File: src/hw/rtl/stp_pkg.sv
`timescale 1ns / 1ps
// ----------------------------------------------------------------------------
// stp_pkg
// Types and constants shared by the stepper profiler.
// ----------------------------------------------------------------------------
package stp_pkg;

  localparam int RATE_W  = 20;
  localparam int DIST_W  = 24;
  localparam int ACC_W   = 17;
  localparam int ACCEL_W = 16;
  localparam int POS_W   = 32;

  localparam logic [RATE_W-1:0]  RATE_MAX    = 20'hFFFFF;
  localparam logic [RATE_W-1:0]  SSS_RESET   = 20'd100;
  localparam logic [ACCEL_W-1:0] ACCEL_RESET = 16'd10;

  localparam int CFG_IDX_W  = 1;
  localparam int CFG_DATA_W = 20;
  localparam logic [CFG_IDX_W-1:0] CFG_START_STOP = 1'd0;
  localparam logic [CFG_IDX_W-1:0] CFG_ACCEL      = 1'd1;

  localparam logic [1:0] MODE_TICK   = 2'd0;
  localparam logic [1:0] MODE_SUBMIT = 2'd1;
  localparam logic [1:0] MODE_PLAN   = 2'd2;

  // divider: numerator up to distance * rate, denominator up to two rates
  localparam int DIV_NW = 44;
  localparam int DIV_DW = 21;
  localparam int DIV_CW = 6;

  typedef struct packed {
    logic [1:0]        mode;
    logic              block_dir;
    logic [DIST_W-1:0] block_distance;
    logic [RATE_W-1:0] block_speed;
    logic              brake;
    logic              enable;
  } in_item_t;

  typedef struct packed {
    logic                    pulse_level;
    logic                    dir_level;
    logic                    drive_enable;
    logic [RATE_W-1:0]       step_rate;
    logic                    running;
    logic signed [POS_W-1:0] position;
    logic                    accepted;
    logic                    timer_start;
  } out_item_t;

  typedef struct packed {
    logic              dir;
    logic [DIST_W-1:0] pulses;
    logic [RATE_W-1:0] speed;
  } blk_t;

  typedef struct packed {
    logic                    dir;
    logic signed [ACC_W-1:0] acc;
    logic [DIST_W-1:0]       pulses;
  } seg_t;

endpackage

File: src/hw/rtl/stp_div.sv
`timescale 1ns / 1ps
// ----------------------------------------------------------------------------
// stp_div
// Restoring divider, one quotient bit per cycle. Zero divisor gives zero.
// ----------------------------------------------------------------------------
module stp_div (
  input  logic                       clk,
  input  logic                       rst_n,
  input  logic                       start,
  input  logic [stp_pkg::DIV_NW-1:0] num,
  input  logic [stp_pkg::DIV_DW-1:0] den,
  output logic                       done,
  output logic [stp_pkg::DIV_NW-1:0] quo
);
  import stp_pkg::*;

  logic              busy_r;
  logic              done_r;
  logic [DIV_CW-1:0] cnt_r;
  logic [DIV_NW-1:0] num_r;
  logic [DIV_DW-1:0] den_r;
  logic [DIV_DW-1:0] rem_r;
  logic              zero_r;
  logic [DIV_DW:0]   rem_sh;
  logic              ge;
  logic [DIV_DW-1:0] rem_nxt;

  assign rem_sh  = {rem_r, num_r[DIV_NW-1]};
  assign ge      = rem_sh >= {1'b0, den_r};
  assign rem_nxt = ge ? DIV_DW'(rem_sh - {1'b0, den_r}) : rem_sh[DIV_DW-1:0];

  always_ff @(posedge clk) begin
    if (!rst_n) begin
      busy_r <= 1'b0;
      done_r <= 1'b0;
      cnt_r  <= '0;
    end else begin
      done_r <= 1'b0;
      if (start) begin
        busy_r <= 1'b1;
        cnt_r  <= DIV_CW'(DIV_NW);
      end else if (busy_r) begin
        cnt_r <= cnt_r - 1'b1;
        if (cnt_r == DIV_CW'(1)) begin
          busy_r <= 1'b0;
          done_r <= 1'b1;
        end
      end
    end
  end

  always_ff @(posedge clk) begin
    if (start) begin
      num_r  <= num;
      den_r  <= den;
      rem_r  <= '0;
      zero_r <= (den == '0);
    end else if (busy_r) begin
      num_r <= {num_r[DIV_NW-2:0], ge};
      rem_r <= rem_nxt;
    end
  end

  assign done = done_r;
  assign quo  = zero_r ? '0 : num_r;

endmodule

File: src/hw/rtl/stepper_trapezoid_planner_pulser.sv
`timescale 1ns / 1ps
// ----------------------------------------------------------------------------
// stepper_trapezoid_planner_pulser
// Single-axis stepper profiler: block queue, planner, segment queue, pulser.
// ----------------------------------------------------------------------------
// Submit and plain tick items pass through the dispatch and done states to the
// output register; segment-taking ticks also pass the segment-take state.
// A planning pass runs one division for a plain split and up to three with
// blending, all through the 44-bit serial divider.
// One item in flight; the next is taken once the result sits in the output
// register. Synchronous active-low reset empties both queues; no clear pass.
// ----------------------------------------------------------------------------
module stepper_trapezoid_planner_pulser #(
  parameter int BLOCK_QUEUE_DEPTH   = 8,
  parameter int SEGMENT_QUEUE_DEPTH = 16
) (
  input  logic                           clk,
  input  logic                           rst_n,
  input  logic                           in_valid,
  output logic                           in_ready,
  input  stp_pkg::in_item_t              in_data,
  output logic                           out_valid,
  input  logic                           out_ready,
  output stp_pkg::out_item_t             out_data,
  input  logic                           cfg_we,
  input  logic [stp_pkg::CFG_IDX_W-1:0]  cfg_addr,
  input  logic [stp_pkg::CFG_DATA_W-1:0] cfg_wdata
);
  import stp_pkg::*;

  localparam int BIW = (BLOCK_QUEUE_DEPTH > 1) ? $clog2(BLOCK_QUEUE_DEPTH) : 1;
  localparam int BCW = $clog2(BLOCK_QUEUE_DEPTH + 1);
  localparam int SIW = (SEGMENT_QUEUE_DEPTH > 1) ? $clog2(SEGMENT_QUEUE_DEPTH) : 1;
  localparam int SCW = $clog2(SEGMENT_QUEUE_DEPTH + 1);

  typedef enum logic [16:0] {
    S_IDLE   = 17'h00001,
    S_DISP   = 17'h00002,
    S_TSEG   = 17'h00004,
    S_PBLK   = 17'h00008,
    S_PLAST  = 17'h00010,
    S_PSTART = 17'h00020,
    S_PDIVW  = 17'h00040,
    S_PSPLIT = 17'h00080,
    S_LBS    = 17'h00100,
    S_DCW    = 17'h00200,
    S_ACW    = 17'h00400,
    S_BDEC   = 17'h00800,
    S_D2S    = 17'h01000,
    S_D2W    = 17'h02000,
    S_WR     = 17'h04000,
    S_FIN    = 17'h08000,
    S_DONE   = 17'h10000
  } state_t;

  state_t state_r;

  // memories
  blk_t blk_mem [BLOCK_QUEUE_DEPTH];
  seg_t seg_mem [SEGMENT_QUEUE_DEPTH];
  blk_t blk_rd_r;
  seg_t seg_rd_r;

  logic           blk_we, blk_re;
  logic [BIW-1:0] blk_head_r, blk_tail;
  logic [BCW-1:0] blk_cnt_r;
  logic [BIW:0]   blk_sum;
  logic           seg_we, seg_re;
  logic [SIW-1:0] seg_head_r, seg_tail, seg_last, seg_raddr, seg_waddr;
  logic [SCW-1:0] seg_cnt_r;
  logic [SIW:0]   seg_sum, seg_sum1;
  seg_t           seg_wdata;

  // state
  in_item_t                in_r;
  logic                    out_valid_r;
  out_item_t               out_r;
  logic [RATE_W-1:0]       sss_r;
  logic [ACCEL_W-1:0]      accel_r;
  logic [RATE_W-1:0]       cur_r;
  logic signed [ACC_W-1:0] cacc_r;
  logic [DIST_W-1:0]       rem_r;
  logic signed [POS_W-1:0] pos_r;
  logic                    dir_r, phase_r, run_r, pin_r, drive_r, ok_r, start_r;
  logic [RATE_W-1:0]       trate_r;

  // planner working set
  blk_t                    b_r;
  seg_t                    last_r;
  logic [SIW-1:0]          last_idx_r;
  logic [RATE_W-1:0]       lbs_r;
  logic [DIV_DW-1:0]       dc_r, ac_r;
  logic signed [45:0]      prod_r;
  seg_t                    p_r [3];
  logic [1:0]              np_r, wi_r;
  logic                    rw_r;
  seg_t                    rwd_r;

  // divider
  logic              div_start, div_done;
  logic [DIV_NW-1:0] div_num, div_quo;
  logic [DIV_DW-1:0] div_den;

  stp_div u_div (
    .clk   (clk),
    .rst_n (rst_n),
    .start (div_start),
    .num   (div_num),
    .den   (div_den),
    .done  (div_done),
    .quo   (div_quo)
  );

  // combinational helpers
  logic                    stop_req, tick_pop;
  logic [DIST_W-1:0]       rem_dec;
  logic signed [21:0]      rsum;
  logic [RATE_W-1:0]       rate_sat;
  logic signed [45:0]      lsum;
  logic [RATE_W-1:0]       lbs_sat;
  logic signed [ACC_W-1:0] a_pos, a_neg;
  logic [RATE_W-1:0]       spd_diff;
  logic [RATE_W-1:0]       lbs_diff;
  logic signed [20:0]      mul_a;
  logic signed [24:0]      mul_b;
  logic [DIV_DW-1:0]       pacc;
  logic [24:0]             dist25, dcac25;
  logic                    seg_full;
  seg_t                    new_seg;
  logic [RATE_W-1:0]       pop_rate;
  logic [DIST_W-1:0]       d2;

  assign blk_sum  = (BIW+1)'(blk_head_r) + (BIW+1)'(blk_cnt_r);
  assign blk_tail = (blk_sum >= (BIW+1)'(BLOCK_QUEUE_DEPTH)) ?
                    BIW'(blk_sum - (BIW+1)'(BLOCK_QUEUE_DEPTH)) : blk_sum[BIW-1:0];
  assign seg_sum  = (SIW+1)'(seg_head_r) + (SIW+1)'(seg_cnt_r);
  assign seg_tail = (seg_sum >= (SIW+1)'(SEGMENT_QUEUE_DEPTH)) ?
                    SIW'(seg_sum - (SIW+1)'(SEGMENT_QUEUE_DEPTH)) : seg_sum[SIW-1:0];
  assign seg_sum1 = seg_sum - 1'b1;
  assign seg_last = (seg_sum1 >= (SIW+1)'(SEGMENT_QUEUE_DEPTH)) ?
                    SIW'(seg_sum1 - (SIW+1)'(SEGMENT_QUEUE_DEPTH)) : seg_sum1[SIW-1:0];
  assign seg_full = seg_cnt_r > SCW'(SEGMENT_QUEUE_DEPTH - 3);

  assign stop_req = in_r.brake | ~in_r.enable;
  assign rem_dec  = (rem_r != '0) ? rem_r - 1'b1 : rem_r;

  assign rsum = $signed({2'b00, cur_r}) + $signed({{5{cacc_r[ACC_W-1]}}, cacc_r});
  always_comb begin
    if (rsum < 0)                          rate_sat = '0;
    else if (rsum > $signed({2'b00, RATE_MAX})) rate_sat = RATE_MAX;
    else                                   rate_sat = rsum[RATE_W-1:0];
  end

  assign lsum = prod_r + $signed({26'd0, sss_r});
  always_comb begin
    if (lsum < 0)                                lbs_sat = '0;
    else if (lsum > $signed({26'd0, RATE_MAX})) lbs_sat = RATE_MAX;
    else                                         lbs_sat = lsum[RATE_W-1:0];
  end

  assign a_pos    = $signed({1'b0, accel_r});
  assign a_neg    = -a_pos;
  assign spd_diff = (b_r.speed > sss_r) ? b_r.speed - sss_r : '0;
  assign lbs_diff = (lbs_r > b_r.speed) ? lbs_r - b_r.speed : b_r.speed - lbs_r;
  assign pacc     = div_quo[DIV_DW-1:0];
  assign dist25   = {1'b0, b_r.pulses};
  assign dcac25   = 25'(dc_r) + 25'(ac_r);
  assign d2       = div_quo[DIST_W-1:0];

  assign mul_a = (state_r == S_PLAST) ? -$signed({{4{seg_rd_r.acc[ACC_W-1]}}, seg_rd_r.acc})
                                      : $signed(dc_r);
  assign mul_b = (state_r == S_PLAST) ? $signed({1'b0, seg_rd_r.pulses})
                                      : $signed({1'b0, b_r.pulses});

  assign new_seg  = seg_rd_r;
  assign pop_rate = (dir_r == new_seg.dir) ? rate_sat : cur_r;

  assign tick_pop = (state_r == S_DISP) && (in_r.mode == MODE_TICK) && !phase_r &&
                    !stop_req && (rem_dec == '0) && (seg_cnt_r != '0);

  assign blk_we = (state_r == S_DISP) && (in_r.mode == MODE_SUBMIT) &&
                  (blk_cnt_r < BCW'(BLOCK_QUEUE_DEPTH));
  assign blk_re = (state_r == S_DISP) && (in_r.mode == MODE_PLAN) && !stop_req &&
                  (blk_cnt_r != '0);

  assign seg_re    = tick_pop || ((state_r == S_PBLK) && (seg_cnt_r != '0));
  assign seg_raddr = tick_pop ? seg_head_r : seg_last;
  assign seg_we    = (state_r == S_WR) && (rw_r || (wi_r < np_r));
  assign seg_waddr = rw_r ? last_idx_r : seg_tail;
  assign seg_wdata = rw_r ? rwd_r : p_r[wi_r];

  always_ff @(posedge clk) begin
    if (blk_we) blk_mem[blk_tail] <= '{dir: in_r.block_dir, pulses: in_r.block_distance,
                                       speed: in_r.block_speed};
    if (blk_re) blk_rd_r <= blk_mem[blk_head_r];
  end

  always_ff @(posedge clk) begin
    if (seg_we) seg_mem[seg_waddr] <= seg_wdata;
    if (seg_re) seg_rd_r <= seg_mem[seg_raddr];
  end

  always_comb begin
    div_start = 1'b0;
    div_num   = '0;
    div_den   = '0;
    unique case (state_r)
      S_PSTART, S_LBS: begin
        div_start = 1'b1;
        div_num   = DIV_NW'(spd_diff);
        div_den   = DIV_DW'(accel_r);
      end
      S_DCW: begin
        div_start = div_done;
        div_num   = DIV_NW'(lbs_diff);
        div_den   = DIV_DW'(accel_r);
      end
      S_D2S: begin
        div_start = 1'b1;
        div_num   = prod_r[DIV_NW-1:0];
        div_den   = dc_r + ac_r;
      end
      default: begin
      end
    endcase
  end

  always_ff @(posedge clk) begin
    if (state_r == S_PLAST || state_r == S_BDEC) prod_r <= mul_a * mul_b;
  end

  // control and state
  always_ff @(posedge clk) begin
    if (!rst_n) begin
      state_r     <= S_IDLE;
      out_valid_r <= 1'b0;
      sss_r       <= SSS_RESET;
      accel_r     <= ACCEL_RESET;
      blk_head_r  <= '0;
      blk_cnt_r   <= '0;
      seg_head_r  <= '0;
      seg_cnt_r   <= '0;
      cur_r       <= '0;
      cacc_r      <= '0;
      rem_r       <= '0;
      pos_r       <= '0;
      dir_r       <= 1'b0;
      phase_r     <= 1'b0;
      run_r       <= 1'b0;
      pin_r       <= 1'b0;
      drive_r     <= 1'b0;
      ok_r        <= 1'b0;
      start_r     <= 1'b0;
      rw_r        <= 1'b0;
      np_r        <= '0;
      wi_r        <= '0;
    end else begin
      if (out_valid_r && out_ready && state_r != S_DONE) out_valid_r <= 1'b0;

      if (cfg_we) begin
        unique case (cfg_addr)
          CFG_START_STOP: sss_r   <= cfg_wdata[RATE_W-1:0];
          CFG_ACCEL:      accel_r <= cfg_wdata[ACCEL_W-1:0];
          default: begin
          end
        endcase
      end

      unique case (state_r)
        S_IDLE: begin
          if (in_valid) begin
            ok_r    <= 1'b0;
            start_r <= 1'b0;
            state_r <= S_DISP;
          end
        end

        S_DISP: begin
          state_r <= tick_pop ? S_TSEG : (blk_re ? S_PBLK : S_DONE);
          unique case (in_r.mode)
            MODE_TICK: begin
              if (phase_r) begin
                pin_r   <= 1'b1;
                phase_r <= 1'b0;
                trate_r <= cur_r;
              end else begin
                pin_r   <= 1'b0;
                phase_r <= 1'b1;
                if (stop_req) begin
                  run_r      <= 1'b0;
                  cur_r      <= sss_r;
                  rem_r      <= '0;
                  trate_r    <= '0;
                  blk_head_r <= '0;
                  blk_cnt_r  <= '0;
                  seg_head_r <= '0;
                  seg_cnt_r  <= '0;
                end else begin
                  if (rem_r != '0) begin
                    pos_r <= dir_r ? pos_r + 1'b1 : pos_r - 1'b1;
                    rem_r <= rem_dec;
                  end
                  if (rem_dec == '0) begin
                    if (seg_cnt_r == '0) begin
                      run_r   <= 1'b0;
                      trate_r <= '0;
                    end
                  end else begin
                    cur_r   <= rate_sat;
                    trate_r <= rate_sat;
                  end
                end
              end
            end
            MODE_SUBMIT: begin
              if (blk_we) begin
                blk_cnt_r <= blk_cnt_r + 1'b1;
                ok_r      <= 1'b1;
              end
            end
            MODE_PLAN: begin
              drive_r <= ~stop_req;
            end
            default: begin
            end
          endcase
        end

        S_TSEG: begin
          seg_head_r <= (seg_head_r == SIW'(SEGMENT_QUEUE_DEPTH - 1)) ? '0 : seg_head_r + 1'b1;
          seg_cnt_r  <= seg_cnt_r - 1'b1;
          cur_r      <= pop_rate;
          trate_r    <= pop_rate;
          cacc_r     <= new_seg.acc;
          rem_r      <= new_seg.pulses;
          dir_r      <= new_seg.dir;
          state_r    <= S_DONE;
        end

        S_PBLK: begin
          blk_head_r <= (blk_head_r == BIW'(BLOCK_QUEUE_DEPTH - 1)) ? '0 : blk_head_r + 1'b1;
          blk_cnt_r  <= blk_cnt_r - 1'b1;
          if (seg_full || blk_rd_r.speed == '0 || (sss_r == '0 && accel_r == '0)) begin
            state_r <= S_DONE;
          end else begin
            b_r.dir    <= blk_rd_r.dir;
            b_r.pulses <= blk_rd_r.pulses;
            b_r.speed  <= (blk_rd_r.speed < sss_r) ? sss_r : blk_rd_r.speed;
            if (cur_r < sss_r) cur_r <= sss_r;
            if (sss_r == '0)   sss_r <= RATE_W'(accel_r);
            last_idx_r <= seg_last;
            state_r    <= (seg_cnt_r == '0) ? S_PSTART : S_PLAST;
          end
        end

        S_PLAST: begin
          last_r <= seg_rd_r;
          if (seg_rd_r.acc == '0 || seg_rd_r.dir != b_r.dir || b_r.speed == sss_r)
            state_r <= S_PSTART;
          else
            state_r <= S_LBS;
        end

        S_PSTART: state_r <= S_PDIVW;

        S_PDIVW: if (div_done) state_r <= S_PSPLIT;

        S_PSPLIT: begin
          rw_r <= 1'b0;
          wi_r <= '0;
          if (b_r.speed == sss_r || accel_r == '0 || pacc == '0 ||
              b_r.pulses <= DIST_W'(pacc)) begin
            p_r[0] <= '{dir: b_r.dir, acc: '0, pulses: b_r.pulses};
            np_r   <= 2'd1;
          end else if (dist25 <= 25'({pacc, 1'b0})) begin
            p_r[0] <= '{dir: b_r.dir, acc: a_pos, pulses: b_r.pulses - (b_r.pulses >> 1)};
            p_r[1] <= '{dir: b_r.dir, acc: a_neg, pulses: b_r.pulses >> 1};
            np_r   <= 2'd2;
          end else begin
            p_r[0] <= '{dir: b_r.dir, acc: a_pos, pulses: DIST_W'(pacc)};
            p_r[1] <= '{dir: b_r.dir, acc: '0,
                        pulses: DIST_W'(dist25 - 25'({pacc, 1'b0}))};
            p_r[2] <= '{dir: b_r.dir, acc: a_neg, pulses: DIST_W'(pacc)};
            np_r   <= 2'd3;
          end
          state_r <= S_WR;
        end

        S_LBS: begin
          lbs_r   <= lbs_sat;
          state_r <= S_DCW;
        end

        S_DCW: begin
          if (div_done) begin
            dc_r    <= div_quo[DIV_DW-1:0];
            state_r <= S_ACW;
          end
        end

        S_ACW: begin
          if (div_done) begin
            ac_r    <= div_quo[DIV_DW-1:0];
            state_r <= S_BDEC;
          end
        end

        S_BDEC: begin
          wi_r <= '0;
          rw_r <= 1'b1;
          if ((lbs_r < b_r.speed && dist25 <= 25'(dc_r)) ||
              (lbs_r > b_r.speed && (dist25 <= dcac25 || dc_r == '0)) ||
              (lbs_r == b_r.speed)) begin
            rwd_r   <= '{dir: b_r.dir, acc: '0, pulses: b_r.pulses};
            p_r[0]  <= last_r;
            np_r    <= 2'd1;
            state_r <= S_WR;
          end else if (lbs_r < b_r.speed && dist25 <= dcac25) begin
            state_r <= S_D2S;
          end else begin
            rwd_r  <= '{dir: last_r.dir, acc: '0, pulses: last_r.pulses};
            p_r[0] <= '{dir: b_r.dir, acc: (lbs_r < b_r.speed) ? a_pos : a_neg,
                        pulses: DIST_W'(ac_r)};
            p_r[1] <= '{dir: b_r.dir, acc: '0, pulses: DIST_W'(dist25 - dcac25)};
            p_r[2] <= '{dir: b_r.dir, acc: a_neg, pulses: DIST_W'(dc_r)};
            np_r    <= 2'd3;
            state_r <= S_WR;
          end
        end

        S_D2S: state_r <= S_D2W;

        S_D2W: begin
          if (div_done) begin
            rwd_r   <= '{dir: last_r.dir, acc: '0, pulses: last_r.pulses};
            p_r[0]  <= '{dir: b_r.dir, acc: a_pos, pulses: b_r.pulses - d2};
            p_r[1]  <= '{dir: b_r.dir, acc: a_neg, pulses: d2};
            np_r    <= 2'd2;
            state_r <= S_WR;
          end
        end

        S_WR: begin
          if (rw_r) begin
            rw_r <= 1'b0;
          end else if (wi_r < np_r) begin
            seg_cnt_r <= seg_cnt_r + 1'b1;
            wi_r      <= wi_r + 1'b1;
          end else begin
            state_r <= S_FIN;
          end
        end

        S_FIN: begin
          ok_r <= 1'b1;
          if (!run_r) begin
            cur_r   <= sss_r;
            run_r   <= 1'b1;
            start_r <= 1'b1;
          end
          state_r <= S_DONE;
        end

        S_DONE: begin
          if (!out_valid_r || out_ready) begin
            out_valid_r <= 1'b1;
            state_r     <= S_IDLE;
          end
        end

        default: state_r <= S_IDLE;
      endcase
    end
  end

  always_ff @(posedge clk) begin
    if (state_r == S_IDLE && in_valid) in_r <= in_data;
    if (state_r == S_DONE && (!out_valid_r || out_ready)) begin
      out_r.pulse_level  <= pin_r;
      out_r.dir_level    <= dir_r;
      out_r.drive_enable <= drive_r;
      out_r.step_rate    <= (in_r.mode == MODE_TICK) ? trate_r : cur_r;
      out_r.running      <= run_r;
      out_r.position     <= pos_r;
      out_r.accepted     <= ok_r;
      out_r.timer_start  <= start_r;
    end
  end

  assign in_ready  = (state_r == S_IDLE);
  assign out_valid = out_valid_r;
  assign out_data  = out_r;

endmodule

File: config.mk
export PLATFORM = sky130hd
export DESIGN_NAME = stepper_trapezoid_planner_pulser
export DESIGN_NICKNAME = d
export VERILOG_FILES = /design/src/hw/rtl/stp_pkg.sv /design/src/hw/rtl/stp_div.sv /design/src/hw/rtl/stepper_trapezoid_planner_pulser.sv
export SDC_FILE = /design/constraint.sdc
export NUM_CORES = 2
export LEC_CHECK = 0
export BUFFER_PORTS_ARGS = -buffer_cell sky130_fd_sc_hd__buf_2
export CORE_UTILIZATION = 50
export DETAILED_ROUTE_END_ITERATION = 16
export MAX_ROUTING_LAYER = met4
export PLACE_DENSITY = 0.66
export SLEW_MARGIN = 20
export SYNTH_ARGS = -nofsm -noshare
export SYNTH_HDL_FRONTEND = slang
export SYNTH_SLANG_ARGS = --single-unit
File: constraint.sdc
create_clock -name clk -period 22.6 [get_ports clk]
set_input_delay 2.26 -clock clk [delete_from_list [all_inputs] [get_ports clk]]
set_output_delay 2.26 -clock clk [all_outputs]
set_load 0.05 [all_outputs]
==> impl_metrics.env <==
export IMPL_status="finished with violations"
export IMPL_violations="DRC"
export IMPL_synth_yosys_seq_area_share_pct=50.6
export IMPL_ys_ff_latch=1865
export IMPL_synth_cell_types=92
export IMPL_initial_core_util_pct=50.3
export IMPL_drc_errors=14
export IMPL_syn_avg_cell_area_um2=11.7
export IMPL_ctsRootBufferMaster="clkbuf_16"
export IMPL_finalCritPeriodShare_pct=45.8
export IMPL_final_cell_mix="edfxtp_1, nand2_1, inv_1"
export IMPL_multi_input_area_mm2=0.0487
export IMPL_fillers=17700
export IMPL_wl_met1_um=139000
export IMPL_syn_cell_area_mm2=0.107
export IMPL_grt_pass1_wl_um=485000
export IMPL_ios=135
export IMPL_fin_skew_ns=0.103
export IMPL_grt_pass1_vias=72800
export IMPL_gp_congestion=1.02
export IMPL_row_count=169
export IMPL_grt_max_degree=172
export IMPL_grt_use_total_pct=31.4
export IMPL_hp_class="register to register"
export IMPL_cts_sinks=1865
export IMPL_cts_repair_resize_count=0
export IMPL_nets=10300
export IMPL_cts_max_level=4
export IMPL_ir_drop_mv=0.0833
export IMPL_crit_required_ns=23.20
export IMPL_preCtsSetupSlack_ns=12.51
export IMPL_vias=75400
export IMPL_wirelength_um=333000
export IMPL_cp_data_arrival_time_ns=10.95
export IMPL_max_freq_mhz=96.6
export IMPL_dieArea_mm2=0.215
export IMPL_synthCells=9133
export IMPL_maxCapViolations=0
export IMPL_path_max_fanout=53
export IMPL_crit_slowest_cell="nor4_1"
export IMPL_top_layer="met4"
export IMPL_grt_overflow_total=0
export IMPL_startpoint="state_r[6]$_SDFFE_PN0P_"
export IMPL_numCtsBuffers=191
export IMPL_die_y_um=464
export IMPL_syn_nets=10200
export IMPL_dp_hpwl_um=231000
export IMPL_cts_hold_buf=0
export IMPL_rr_startpoint="state_r[6]$_SDFFE_PN0P_"
export IMPL_leakage_nw=44.8
export IMPL_rsz0062_at_grt="false"
export IMPL_critPathBufInv=8
export IMPL_tns_ns=0
export IMPL_wl_per_cell_um=27.2
export IMPL_io_buffers=134
export IMPL_hp_start="blk_rd_r[27]$_DFFE_PP_"
export IMPL_path_class="register to register"
export IMPL_wl_met3_um=32800
export IMPL_worst_pin_slew_ns=1.29
export IMPL_synth_edf_count=1658
export IMPL_crit_top_cell="fa_1"
export IMPL_powerDensity_mw_per_mm2=61.6
export IMPL_drt_iter0_drc=8669
export IMPL_final_max_slew_violation_count=0
export IMPL_cts_setup_buffers=0
export IMPL_layout_setup_ws_ns=12.25
export IMPL_clkSlewWorstSetupHoldPaths_ns=0.06
export IMPL_ant_nets=0
export IMPL_final_layout_size_suffix_gt1_share_pct=11.0
export IMPL_seqCellArea_mm2=0.0539
export IMPL_endpoint_kind="register"
export IMPL_layout_commonest_cell="edfxtp_1"
export IMPL_slew_headroom_pct=13.3
export IMPL_postSynth_asyncResetShare_pct=0
export IMPL_via_per_inst=6.15
export IMPL_cts_max_path_buffers=3
export IMPL_min_period_ns=10.35
export IMPL_clkLatencyLatePin_ns=0.91
export IMPL_crit_family="adder cells"
export IMPL_synth_warnings=0
export IMPL_wl_met2_um=148000
export IMPL_start_kind="register"
export IMPL_first_pass_iters=13
export IMPL_final_hold_viol_count=0
export IMPL_antenna_found_initial=21
export IMPL_critical_path_max_stage_delay_ns=0.74
export IMPL_setup_viol=0
export IMPL_area_growth_pct=10.4
export IMPL_die_w_um=464
export IMPL_coreArea_mm2=0.212
export IMPL_synth_flop_cell="edfxtp_1"
export IMPL_cts_tree="built"
==> stage by stage <==
stage | util, % | hold WS [ns] | total power, W | cells | cell area [um2]
after floorplan | - | 0.400 | 0.00395 | 9133 | 107000
after global placement | 52.3 | 0.407 | 0.00401 | 11900 | 111000
after detailed placement | 52.3 | 0.405 | 0.00401 | 11900 | 111000
after CTS | 55.4 | 0.402 | 0.00728 | 12200 | 118000
after global routing | 55.5 | 0.414 | 0.00743 | 12200 | 118000
final | 55.5 | 0.416 | 0.00725 | 12300 | 118000
==> power by group <==
part,switching (W),total (W),internal (W)
combinational,0.000113,0.000177,0.0000637
clock,0.00142,0.00331,0.00189
sequential,0.0000285,0.00377,0.00374
==> synthesized netlist by cell type, types with 44 or more instances <==
master	instances	area (um2)
edfxtp_1	1658	49800
xor2_1	103	902
and3_1	50	313
o21a_1	53	398
and2_1	54	338
a21oi_1	605	3030
xnor2_1	192	1680
dfxtp_1	207	4140
nand3_1	78	390
nand4_1	58	363
clkbuf_1	310	1160
nand2_1	1018	3820
inv_1	735	2760
mux4_2	90	2030
fa_1	431	8630
nor3_1	122	611
mux2_2	195	2200
a32oi_1	56	490
nor2_1	617	2320
mux2i_1	417	4170
a211oi_1	96	721
o21bai_1	44	330
nor2b_1	49	307
ha_1	525	6570
nor4_1	64	400
o21ai_0	409	2050
o221ai_1	58	508
a21o_1	118	886
nand2b_1	99	619
==> flip-flops by register name (all words and copies together), names as in the netlist, 44 cells and up, named ones only <==
register / cells
b_r: 45
blk_mem: 360
out_data: 58
blk_rd_r: 45
seg_mem: 672
in_r: 49
prod_r: 46
u_div.num_r: 44
p_r: 123
==> kinds of logic (layout without fill, tap and decap cells) <==
family / Yosys count / in the layout / share of synthesized area [%]
DFF: 1865 / 1865 / 50.6
adders and majority gates: 956 / 956 / 14.3
xor gates and xnor gates: 295 / 295 / 2.42
and+or+nand+nor: 2364 / 2364 / 10.0
buffers and inverters: 1146 / 1418 / 4.19
AOI/OAI and AO/OA: 1803 / 1803 / 10.6
other: 0 / 24 / 0
muxes: 704 / 704 / 7.91
==> area by class of cell <==
class / instances / share of cell area [%]
antenna: 24 / 0.0510
clock buffer: 229 / 4.24
clock inverter: 131 / 1.39
inverter: 735 / 2.35
multi-input combinational: 6122 / 41.3
sequential: 1865 / 45.8
tap: 2821 / 3.00
timing repair buffer: 323 / 1.80
==> worst paths after layout <==
path	cells past startpoint	slack [ns]	endpoint
max reg2reg	33	12.25	prod_r[45]$_DFFE_PP_
max	33	12.25	prod_r[45]$_DFFE_PP_
min reg2reg	0	0.42	b_r[27]$_DFFE_PP_
min	0	0.42	b_r[27]$_DFFE_PP_
==> per-layer routing <==
layer | vias to the layer above | GRT usage (%)
met5 | - | -
met4 | 0 | 11.6
met3 | 626 | 6.43
met2 | 3699 | 46.5
met1 | 37800 | 42.8
li1 | 33300 | -
Power figures use the tool's default switching activity.
